===== config.mk =====
export PLATFORM = sky130hd
export DESIGN_NAME = request_target_decode_check_core
export DESIGN_NICKNAME = d
export VERILOG_FILES = /design/src/sv/rtdc_pkg.sv /design/src/sv/request_target_decode_check_core.sv
export SDC_FILE = /design/constraint.sdc
export NUM_CORES = 1
export LEC_CHECK = 0
export BUFFER_PORTS_ARGS = -buffer_cell sky130_fd_sc_hd__buf_2
export CAP_MARGIN = 30
export CORE_ASPECT_RATIO = 1.5
export CORE_MARGIN = 2
export CORE_UTILIZATION = 45
export DETAILED_ROUTE_END_ITERATION = 10
export PLACE_DENSITY = 0.73
export REMOVE_ABC_BUFFERS = 1
export SYNTH_ARGS = -nofsm -noshare
export SYNTH_HDL_FRONTEND = slang
export SYNTH_SLANG_ARGS = --single-unit

===== constraint.sdc =====
create_clock -name clk -period 3.5 [get_ports clk]
set_input_delay 0.175 -clock clk [delete_from_list [all_inputs] [get_ports clk]]
set_output_delay 0.175 -clock clk [all_outputs]
set_load 0.02 [all_outputs]

===== src/sv/rtdc_pkg.sv =====
package rtdc_pkg;

	localparam int MAX_PATH_W  = 12;
	localparam int MAX_QUERY_W = 10;
	localparam int QUERY_CNT_W = 11;
	localparam int CFG_DATA_W  = 12;
	localparam int CFG_IDX_W   = 1;

	localparam logic [CFG_IDX_W-1:0] REG_MAX_PATH_LEN  = 1'd0;
	localparam logic [CFG_IDX_W-1:0] REG_MAX_QUERY_LEN = 1'd1;

	localparam logic [MAX_PATH_W-1:0]  MAX_PATH_RESET  = 12'd1023;
	localparam logic [MAX_QUERY_W-1:0] MAX_QUERY_RESET = 10'd255;
	localparam logic [QUERY_CNT_W-1:0] QUERY_SAT       = 11'd2047;

	localparam logic [7:0] CH_QMARK     = 8'h3f;
	localparam logic [7:0] CH_SLASH     = 8'h2f;
	localparam logic [7:0] CH_PERCENT   = 8'h25;
	localparam logic [7:0] CH_DOT       = 8'h2e;
	localparam logic [7:0] CH_BACKSLASH = 8'h5c;
	localparam logic [7:0] CH_DEL       = 8'h7f;
	localparam logic [7:0] CH_SPACE     = 8'h20;

	typedef logic [1:0] esc_phase_t;
	localparam esc_phase_t ESC_NONE = 2'd0;
	localparam esc_phase_t ESC_HIGH = 2'd1;
	localparam esc_phase_t ESC_LOW  = 2'd2;

	typedef logic [1:0] seg_phase_t;
	localparam seg_phase_t SEG_START = 2'd0;
	localparam seg_phase_t SEG_DOT1  = 2'd1;
	localparam seg_phase_t SEG_DOT2  = 2'd2;
	localparam seg_phase_t SEG_OTHER = 2'd3;

	typedef logic [1:0] status_t;
	localparam status_t ST_OK        = 2'd0;
	localparam status_t ST_BAD       = 2'd1;
	localparam status_t ST_TOO_LONG  = 2'd2;
	localparam status_t ST_FORBIDDEN = 2'd3;

	typedef struct packed {
		logic unsafe;
		logic decode;
		logic no_slash;
		logic too_long;
	} err_flags_t;

	typedef struct packed {
		logic       valid;
		logic [3:0] value;
	} nibble_t;

	function automatic nibble_t hex_nibble(input logic [7:0] c);
		nibble_t n;
		n.valid = 1'b1;
		n.value = c[3:0];
		if (c >= 8'h30 && c <= 8'h39) begin
			n.value = c[3:0];
		end else if ((c >= 8'h61 && c <= 8'h66) || (c >= 8'h41 && c <= 8'h46)) begin
			n.value = c[3:0] + 4'd9;
		end else begin
			n.valid = 1'b0;
		end
		return n;
	endfunction

endpackage


===== src/sv/request_target_decode_check_core.sv =====
// Percent-decodes the path of an HTTP request target and checks it, one byte per
// transaction with a last flag on the final byte. Path bytes (before the first '?') come
// out decoded; query bytes come out raw until max_query_len of them have passed. Every
// input transaction yields exactly one result transaction, and the one for the last byte
// carries the verdict in status, after which all per-target state is cleared. The block
// takes one byte per cycle unless stalled: a byte is held in an input register, decoded and
// checked by a single level of logic against the per-target state, and written to the result
// register; while a result is stalled the input register can take one more byte, then stalls.
// Configuration writes take effect at once and are meant to be made between targets.
module request_target_decode_check_core #(
	parameter int LEN_BITS = 12
) (
	input  logic                             clk,
	input  logic                             arst_n,
	input  logic                             cfg_we,
	input  logic [rtdc_pkg::CFG_IDX_W-1:0]   cfg_index,
	input  logic [rtdc_pkg::CFG_DATA_W-1:0]  cfg_data,
	input  logic                             in_valid,
	output logic                             in_stall,
	input  logic [7:0]                       in_byte,
	input  logic                             last,
	output logic                             res_valid,
	input  logic                             res_stall,
	output logic                             out_valid,
	output logic [7:0]                       out_byte,
	output logic                             in_query,
	output logic                             done_res,
	output logic [1:0]                       status
);
	import rtdc_pkg::*;

	localparam int CMP_W = (LEN_BITS > MAX_PATH_W) ? LEN_BITS : MAX_PATH_W;
	localparam logic [LEN_BITS-1:0] PATH_SAT = {LEN_BITS{1'b1}};

	logic [MAX_PATH_W-1:0]  max_path_len_q;
	logic [MAX_QUERY_W-1:0] max_query_len_q;

	logic       valid_s1;
	logic [7:0] byte_s1;
	logic       last_s1;

	esc_phase_t             esc_q, esc_n;
	logic [3:0]             hi_q, hi_n;
	seg_phase_t             seg_q, seg_n;
	logic [LEN_BITS-1:0]    pc_q, pc_n;
	logic [QUERY_CNT_W-1:0] qc_q, qc_n;
	logic                   qs_q, qs_n;
	logic                   fp_q, fp_n;
	err_flags_t             err_q, err_n;

	logic       res_valid_q;
	logic       ov_q, oq_q, done_q;
	logic [7:0] ob_q;
	status_t    st_q;

	logic       ov, oq;
	logic [7:0] ob;
	status_t    st;
	logic       advance;
	logic       step;

	assign advance  = !res_valid_q || !res_stall;
	assign step     = valid_s1 && advance;
	assign in_stall = valid_s1 && !advance;

	always_ff @(posedge clk or negedge arst_n) begin
		if (!arst_n) begin
			max_path_len_q  <= MAX_PATH_RESET;
			max_query_len_q <= MAX_QUERY_RESET;
		end else if (cfg_we) begin
			if (cfg_index == REG_MAX_PATH_LEN) begin
				max_path_len_q <= cfg_data[MAX_PATH_W-1:0];
			end else if (cfg_index == REG_MAX_QUERY_LEN) begin
				max_query_len_q <= cfg_data[MAX_QUERY_W-1:0];
			end
		end
	end

	always_ff @(posedge clk or negedge arst_n) begin
		if (!arst_n) begin
			valid_s1 <= 1'b0;
		end else if (in_valid && !in_stall) begin
			valid_s1 <= 1'b1;
		end else if (step) begin
			valid_s1 <= 1'b0;
		end
	end

	always_ff @(posedge clk) begin
		if (in_valid && !in_stall) begin
			byte_s1 <= in_byte;
			last_s1 <= last;
		end
	end

	always_comb begin
		nibble_t    nib;
		logic       dec_en;
		logic [7:0] dec;
		logic       qmark_path;
		logic       do_end;

		esc_n = esc_q;
		hi_n  = hi_q;
		seg_n = seg_q;
		pc_n  = pc_q;
		qc_n  = qc_q;
		qs_n  = qs_q;
		fp_n  = fp_q;
		err_n = err_q;
		ov    = 1'b0;
		ob    = 8'd0;
		oq    = 1'b0;
		st    = ST_OK;
		dec_en = 1'b0;
		dec    = byte_s1;
		qmark_path = 1'b0;
		nib = hex_nibble(byte_s1);

		if (qs_q) begin
			if (qc_q < {1'b0, max_query_len_q}) begin
				ov = 1'b1;
				ob = byte_s1;
				oq = 1'b1;
			end
			if (qc_q != QUERY_SAT) begin
				qc_n = qc_q + 1'b1;
			end
		end else if (byte_s1 == CH_QMARK) begin
			if (fp_q) begin
				err_n.no_slash = 1'b1;
			end
			fp_n = 1'b0;
			qmark_path = 1'b1;
			qs_n = 1'b1;
		end else begin
			if (fp_q && byte_s1 != CH_SLASH) begin
				err_n.no_slash = 1'b1;
			end
			fp_n = 1'b0;
			if (CMP_W'(pc_q) >= CMP_W'(max_path_len_q)) begin
				err_n.too_long = 1'b1;
			end
			if (pc_q != PATH_SAT) begin
				pc_n = pc_q + 1'b1;
			end
			if (!err_q.decode) begin
				if (esc_q == ESC_NONE) begin
					if (byte_s1 == CH_PERCENT) begin
						esc_n = ESC_HIGH;
					end else begin
						dec_en = 1'b1;
					end
				end else if (!nib.valid) begin
					err_n.decode = 1'b1;
					esc_n = ESC_NONE;
				end else if (esc_q == ESC_HIGH) begin
					hi_n  = nib.value;
					esc_n = ESC_LOW;
				end else begin
					esc_n = ESC_NONE;
					dec   = {hi_q, nib.value};
					if (dec == 8'd0) begin
						err_n.decode = 1'b1;
					end else begin
						dec_en = 1'b1;
					end
				end
			end
		end

		if (dec_en) begin
			ov = 1'b1;
			ob = dec;
			if (dec < CH_SPACE || dec == CH_DEL || dec == CH_BACKSLASH) begin
				err_n.unsafe = 1'b1;
			end
			if (dec == CH_SLASH) begin
				if (seg_q == SEG_DOT2) begin
					err_n.unsafe = 1'b1;
				end
				seg_n = SEG_START;
			end else if (dec == CH_DOT) begin
				if (seg_q != SEG_OTHER) begin
					seg_n = seg_q + 2'd1;
				end
			end else begin
				seg_n = SEG_OTHER;
			end
		end

		// The path closes at the first '?' or at the end of a target without a query.
		do_end = qmark_path || (last_s1 && !qs_n);
		if (do_end && !err_n.decode) begin
			if (esc_n != ESC_NONE) begin
				err_n.decode = 1'b1;
				esc_n = ESC_NONE;
			end else if (seg_n == SEG_DOT2) begin
				err_n.unsafe = 1'b1;
			end
		end

		if (last_s1) begin
			priority if (err_n.too_long) begin
				st = ST_TOO_LONG;
			end else if (err_n.no_slash || err_n.decode) begin
				st = ST_BAD;
			end else if (err_n.unsafe) begin
				st = ST_FORBIDDEN;
			end else begin
				st = ST_OK;
			end
			esc_n = ESC_NONE;
			hi_n  = 4'd0;
			seg_n = SEG_START;
			pc_n  = '0;
			qc_n  = '0;
			qs_n  = 1'b0;
			fp_n  = 1'b1;
			err_n = '0;
		end
	end

	always_ff @(posedge clk or negedge arst_n) begin
		if (!arst_n) begin
			esc_q <= ESC_NONE;
			hi_q  <= 4'd0;
			seg_q <= SEG_START;
			pc_q  <= '0;
			qc_q  <= '0;
			qs_q  <= 1'b0;
			fp_q  <= 1'b1;
			err_q <= '0;
		end else if (step) begin
			esc_q <= esc_n;
			hi_q  <= hi_n;
			seg_q <= seg_n;
			pc_q  <= pc_n;
			qc_q  <= qc_n;
			qs_q  <= qs_n;
			fp_q  <= fp_n;
			err_q <= err_n;
		end
	end

	always_ff @(posedge clk or negedge arst_n) begin
		if (!arst_n) begin
			res_valid_q <= 1'b0;
		end else if (advance) begin
			res_valid_q <= valid_s1;
		end
	end

	always_ff @(posedge clk) begin
		if (step) begin
			ov_q   <= ov;
			ob_q   <= ob;
			oq_q   <= oq;
			done_q <= last_s1;
			st_q   <= st;
		end
	end

	assign res_valid = res_valid_q;
	assign out_valid = ov_q;
	assign out_byte  = ob_q;
	assign in_query  = oq_q;
	assign done_res  = done_q;
	assign status    = st_q;

	a_status_only_when_done: assert property (@(posedge clk) disable iff (!arst_n)
		res_valid && !done_res |-> status == ST_OK)
		else $error("status set on a result that is not the last of a target");

	a_idle_byte_clear: assert property (@(posedge clk) disable iff (!arst_n)
		res_valid && !out_valid |-> out_byte == 8'd0 && !in_query)
		else $error("byte or query mark set without a carried byte");

	a_stall_only_when_full: assert property (@(posedge clk) disable iff (!arst_n)
		in_stall |-> valid_s1 && res_valid_q && res_stall)
		else $error("input stalled while the pipeline can move");

	a_clear_after_last: assert property (@(posedge clk) disable iff (!arst_n)
		step && last_s1 |=> fp_q && !qs_q && err_q == '0)
		else $error("per-target state not cleared after the last byte");

endmodule


; Yosys cells after proc, flatten, opt, wreduce, memory -nomap -nowiden
; Cells that the tools add are included.
[classes]
n_addsub = 4
mul = 0
div_mod_pow = 0
magnitude_cmp = 9
eq_ne = 17
shift = 0
mux = 84
bitwise_logic = 2
n_reduce_logical = 37
[ops]
columns = op, n
row1 = two-way mux 8 bit, 9
row2 = two-way mux 12 bit, 4
row3 = two-way mux 4 bit, 10
row4 = two-way mux 1 bit, 38
row5 = two-way mux 2 bit, 19
row6 = two-way mux 11 bit, 3
row7 = "equality test 8 x 6 -> 1 bit, second input constant", 4
row8 = "equality test 8 x 7 -> 1 bit, second input constant", 2
row9 = ">= comparator 8 x 7 -> 1 bit, second input constant", 2
row10 = "<= comparator 8 x 7 -> 1 bit, second input constant", 2
row11 = nonzero test 2 bit, 7
row12 = "adder 12 x 1 -> 12 bit, second input constant", 1
row13 = >= comparator 12 bit, 1
row14 = "inequality test 12 bit, second input constant", 1
row15 = "adder 11 x 1 -> 11 bit, second input constant", 1
row16 = < comparator 11 x 10 -> 1 bit, 1
row17 = "inequality test 11 bit, second input constant", 1
row18 = "inequality test 2 bit, second input constant", 5
row19 = logical AND 1 bit, 9
row20 = ">= comparator 8 x 6 -> 1 bit, second input constant", 1
row21 = "<= comparator 8 x 6 -> 1 bit, second input constant", 1
row22 = zero test 8 bit, 1
row23 = "< comparator 8 x 6 -> 1 bit, second input constant", 1
row24 = "inequality test 8 x 6 -> 1 bit, second input constant", 1
row25 = 14 further kinds, 28
[totals]
register_bits = 83
latchBits = 0
ram_bits = 0
rom_bits = 0
input_bits = 27
wordCells = 176
mem_count = 0

; Depth between registers and ports, before layout
[logic_depth]
ltp_word = 24
mapped_depth = 12
depth_no_buf = 10

; Least setup slack after synthesis
; Ideal clock, no wire load.
[synth_path]
path_kind = reg-to-reg
start = register byte_s1[0]
end = register st_q[0] (netlist: status[0]), data pin
setup_ps = 258
t_arrival_ps = 2695
required_time_ps = 3242
slack_ps = 547
path_stages_with_launch = 13
path_buffers = 3
period_less_slack_ps = 2953
path_cell_list = edfxtp_1 clkbuf_1 inv_1 ha_1 or3b_4 and3_1 buf_2 a21oi_1 o21a_1 clkbuf_1 a2bb2oi_1 and3b_1 a21oi_1
[synth_between]
elab_chain_len = 23
word_cells_on_any_way = 82
cone_classes = 1 x add/sub / 7 x order compare / 8 x eq/ne / 50 x mux / 16 x reduce/logical
[synth_lines]
columns = item, line_no
row1 = start: declaration, request_target_decode_check_core.sv:39  ; logic [7:0] byte_s1;
row2 = start signal: assignment, request_target_decode_check_core.sv:91  ; byte_s1 <= in_byte;
row3 = >= comparator 8 x 7 -> 1 bit / <= comparator 8 x 7 -> 1 bit (equally long branches), rtdc_pkg.sv:59  ; end else if ((c >= 8'h61 && c <= 8'h66) || (c >= 8'h41 && c <= 8'h46)) begin
row4 = logical AND 1 bit, rtdc_pkg.sv:59
row5 = logical OR 1 bit, rtdc_pkg.sv:59
row6 = two-way mux 4 bit, rtdc_pkg.sv:59
row7 = two-way mux 4 bit, rtdc_pkg.sv:57  ; if (c >= 8'h30 && c <= 8'h39) begin
row8 = two-way mux 8 bit, request_target_decode_check_core.sv:157  ; end else if (esc_q == ESC_HIGH) begin
row9 = two-way mux 8 bit, request_target_decode_check_core.sv:154  ; end else if (!nib.valid) begin
row10 = two-way mux 8 bit, request_target_decode_check_core.sv:148  ; if (esc_q == ESC_NONE) begin
row11 = [7 not listed], --
row12 = two-way mux 1 bit, request_target_decode_check_core.sv:179  ; if (seg_q == SEG_DOT2) begin
row13 = two-way mux 1 bit, request_target_decode_check_core.sv:178  ; if (dec == CH_SLASH) begin
row14 = two-way mux 1 bit, request_target_decode_check_core.sv:172  ; if (dec_en) begin
row15 = two-way mux 1 bit, request_target_decode_check_core.sv:198  ; end else if (seg_n == SEG_DOT2) begin
row16 = two-way mux 1 bit, request_target_decode_check_core.sv:195  ; if (esc_n != ESC_NONE) begin
row17 = two-way mux 2 bit, request_target_decode_check_core.sv:194  ; if (do_end && !err_n.decode) begin
row18 = two-way mux 2 bit, request_target_decode_check_core.sv:208  ; end else if (err_n.unsafe) begin
row19 = two-way mux 2 bit, request_target_decode_check_core.sv:206  ; end else if (err_n.no_slash || err_n.decode) begin
row20 = end signal: assignment, request_target_decode_check_core.sv:260  ; st_q <= st;
row21 = end: declaration, request_target_decode_check_core.sv:54  ; status_t st_q;
; Parallel ways exist; a longest one is shown, timed or not.
; A chain may end at the register's enable or synchronous reset.

; Worst setup path after layout
; Same ends and word-level chain as after synthesis.

==> metrics.yaml <==
layout:
  multiInputGateArea_um2: 2190
  layout.core_utilization: 0.524
  number_of_nets_at_the_end_of_the_flow: 564
  syn2layout_area_growth_pct: 14.2
  final-seq-area_um2: 2210
  nFillCells: 898
  antenna-diode-count: 0
  drive_above_1_share: 0.194
  summed_area_of_non_filler_cells_in_the_final_layout_um2: 5250
cts:
  clk_root_buffer_cell: "clkbuf_16"
  cts_num_sinks: 83
  clk-insertion-delay-late_ps: 340
  clkTransAtPathRegs_ps: 60
  cts_repair_resizes: 0
  numCtsBuffers: 9
  cts_max_level: 3
  tritoncts: "yes"
  max-clock-path-buffers: 2
placed_design:
  io_buffers: 41
  dp_hpwl_um: 8310
  place_ws_ps: 398
  placed_cell_area_um2: 4960
  global_placement_routability_congestion: 0.874
critical_path:
  end_kind: "flop"
  cp_data_arrival_time_ps: 3280
  cpPeakStageDelay_ps: 540
  cp-start-kind: "flop"
  worst-path-stages: 10
  worst-path-max-fanout: 8
  timing.critical_path.max_delay_family: "compound AO/OA/AOI/OAI gates"
  crit_required_ps: 3590
  critPathBufInv: 1
  critical_path.most_common_cell: "a2bb2oi_1"
  worstPathCellList: "inv_1, ha_1, or3b_4, and3_1, o211ai_1, a2bb2oi_1, o31a_1, a2bb2oi_1, and3b_1, a21oi_1"
  setup.reg_to_reg.worst_slack_ps: 310
  rr_worst_depth: 10
  critical-path-slowest-cell: "edfxtp_1"
  crit_path_category: "flop to flop"
sta:
  worst_slew_margin_rel: 0.407
  timing_hold_violations_final: 0
  worst_hold_check_slack_ps: 4.85
  unrepaired_setup_endpoints_after_global_routing: "no"
  fmax_mhz: 314
  fin_crit_sh: 0.910
  actual_transition_at_the_worst_max_transition_pin_ps: 890
  slew_viol_final: 0
  final_period_minus_worst_setup_slack_ps: 3190
  clock_skew_ps: 8.63
  setup_total_negative_slack_ps: 0
  finalSetupViolations: 0
  layout_setup_ws_ps: 315
floorplan:
  design.die.area_um2: 11100
  io-pin-count: 42
  design.core.area_um2: 10000
  die_h_um: 128
  fp-row-count: 45
  die_width_um: 86.6
  start_util: 0.459
yosys:
  synth_fa_ha_area_frac: 0.0707
  synth_seq_area_share: 0.481
  dominantRegCellSynth: "dfrtp_1"
  largest_family_of_logic_cells_by_synthesized_area: "simple AND/OR/NAND/NOR gates"
  ys.warnings.count: 0
  synth_enable_flop_cells: 22
  synth_mux_area_frac: 0.0378
  ys_seq_elements: 83
  synthSimpleGateAreaFrac: 0.173
  syn-instance-count: 461
  xor_xnor_share_of_the_synthesized_area: 0.0324
  synth_async_sr_flop_share: 0.735
  post_synth_instance_area_um2: 4600
  synth-compound-area-share: 0.162
  post_synth_num_cell_types: 63
  avgSynthCellArea_um2: 9.98
grt:
  met2_usage: 0.392
  gr-usage-all-layers: 0.213
  grt_antenna_before_repair: 0
  globalRouteMet3Util: 0.0335
  grt_pass1_wl_um: 18300
  grt_pass1_vias: 3801
  total_global_routing_overflow: 0
  grt_use_met1: 0.230
  grt_start_max_net_pins: 42
  globalRoute.busiestLayer: "met2"
detailed_routing:
  num_vias: 3663
  drt_first_pass_iters: 4
  drt_antenna_net_count: 0
  initialDrtViolationCount: 193
  post_drt_via_cell_ratio: 5.79
  drt_wl_total_um: 11100
  drc_errors: 0
  wl_per_cell_um: 17.5
power:
  p_leak_nw: 2.32
  power.density_cell_area_nw_per_um2: 466
  vdd.ir_drop.worst_mv: 0.320
job:
  drv_cap: 0
status:
  status: "complete, no violations"
worst_hold_path:
  worst_hold_depth: 1
  hold_class: "primary input to flop"
worst paths after layout:
check	startpoint	end
max in group asynchronous	arst_n	max_query_len_q[0]$_DFFE_PN1P_
worst min-delay path	in_byte[2]	byte_s1[2]$_DFFE_PP_
worst max register to register	byte_s1[0]$_DFFE_PP_	status[0]$_SDFFCE_PP0P_
min in group asynchronous	arst_n	max_path_len_q[10]$_DFFE_PN0P_
worst max-delay path	byte_s1[0]$_DFFE_PP_	status[0]$_SDFFCE_PP0P_
worst min register to register	valid_s1$_DFFE_PN0P_	res_valid$_DFFE_PN0P_
worst reg2reg max path, cell delays in order, from the launching register on:
cell and delay [ps]:
edfxtp_1 540, inv_1 230, ha_1 230, or3b_4 410, and3_1 260, o211ai_1 350
a2bb2oi_1 260, o31a_1 170, a2bb2oi_1 200, and3b_1 230, a21oi_1 80
cell usage in the layout (no fill, tap or decap), types with 4 or more instances in the layout:
| master | n |
|---|---|
| nor2_1 | 38 |
| xor2_1 | 9 |
| nand2b_1 | 6 |
| and3_1 | 5 |
| nand4_1 | 10 |
| mux2i_1 | 5 |
| o21ai_0 | 35 |
| xnor2_1 | 8 |
| o21a_1 | 4 |
| dfstp_2 | 19 |
| a21o_1 | 8 |
| mux2_2 | 11 |
| buf_2 | 41 |
| o221ai_1 | 4 |
| buf_4 | 8 |
| inv_1 | 39 |
| nor3_1 | 10 |
| a21oi_1 | 16 |
| o211ai_1 | 4 |
| nand3_1 | 16 |
| edfxtp_1 | 22 |
| a211oi_1 | 5 |
| nor2b_1 | 4 |
| or3_1 | 7 |
| clkbuf_16 | 10 |
| nand2_1 | 44 |
| ha_1 | 26 |
| dfrtp_1 | 42 |
flip-flops by register name, summed over array words and instances (netlist names), 2 cells and up:
signal and flops:
byte_s1 8, err_q 4, esc_q 2, hi_q 4, max_path_len_q 12, max_query_len_q 10
out_byte 8, pc_q 12, qc_q 11, seg_q 2, status 2
cell families after synthesis:
group	count (synthesis)
and+or+nand+nor	157
AOI/OAI and AO/OA	111
DFF	83
buffers and inverters	51
adders and majority gates	26
xor gates and xnor gates	17
muxes	16
final cells by class:
class | instances | share of cell area
sequential | 83 | 0.421
multi-input combinational | 327 | 0.417
timing repair buffer | 50 | 0.0524
clock buffer | 13 | 0.0498
inverter | 40 | 0.0286
tap | 117 | 0.0279
clock inverter | 3 | 0.00405
routing by layer:
layer / vias up / part of all wire
met3: 25 / 0.027
met5: - / 0
met2: 83 / 0.54
met4: 0 / 0.039
li1: 1768 / -
met1: 1787 / 0.39
per-stage QoR:
stage               std cells  power (mW)
floorplan                 450        1.42
global placement          616        1.54
detailed placement        616        1.55
CTS                       633        2.46
global route              633        2.57
finish                    633        2.45
report_power, final:
part | switching, mW | internal (mW)
clock network | 0.385 | 0.525
logic | 0.210 | 0.153
registers | 0.0680 | 1.11
total | 0.663 | 1.79
what timing repair did:
action                     CTS  global route
buffers inserted             0             0
setup endpoints to repair    0             0
hold buffers                 1             0
hold endpoints to repair    23             0
cell usage after synthesis, types with 7 or more instances:
| cell type | n | share of area |
|---|---|---|
| mux2_2 | 11 | 0.027 |
| or3_1 | 7 | 0.0095 |
| a21o_1 | 8 | 0.013 |
| dfrtp_1 | 42 | 0.23 |
| xor2_1 | 9 | 0.017 |
| nand4_1 | 10 | 0.014 |
| inv_1 | 39 | 0.032 |
| ha_1 | 26 | 0.071 |
| nand2_1 | 44 | 0.036 |
| nor3_1 | 10 | 0.011 |
| nand3_1 | 16 | 0.017 |
| xnor2_1 | 8 | 0.015 |
| nor2_1 | 38 | 0.031 |
| dfstp_2 | 19 | 0.11 |
| o21ai_0 | 35 | 0.038 |
| clkbuf_1 | 8 | 0.0065 |
| edfxtp_1 | 22 | 0.14 |
| a21oi_1 | 16 | 0.017 |
No activity file was read; power rests on OpenSTA's default activity.
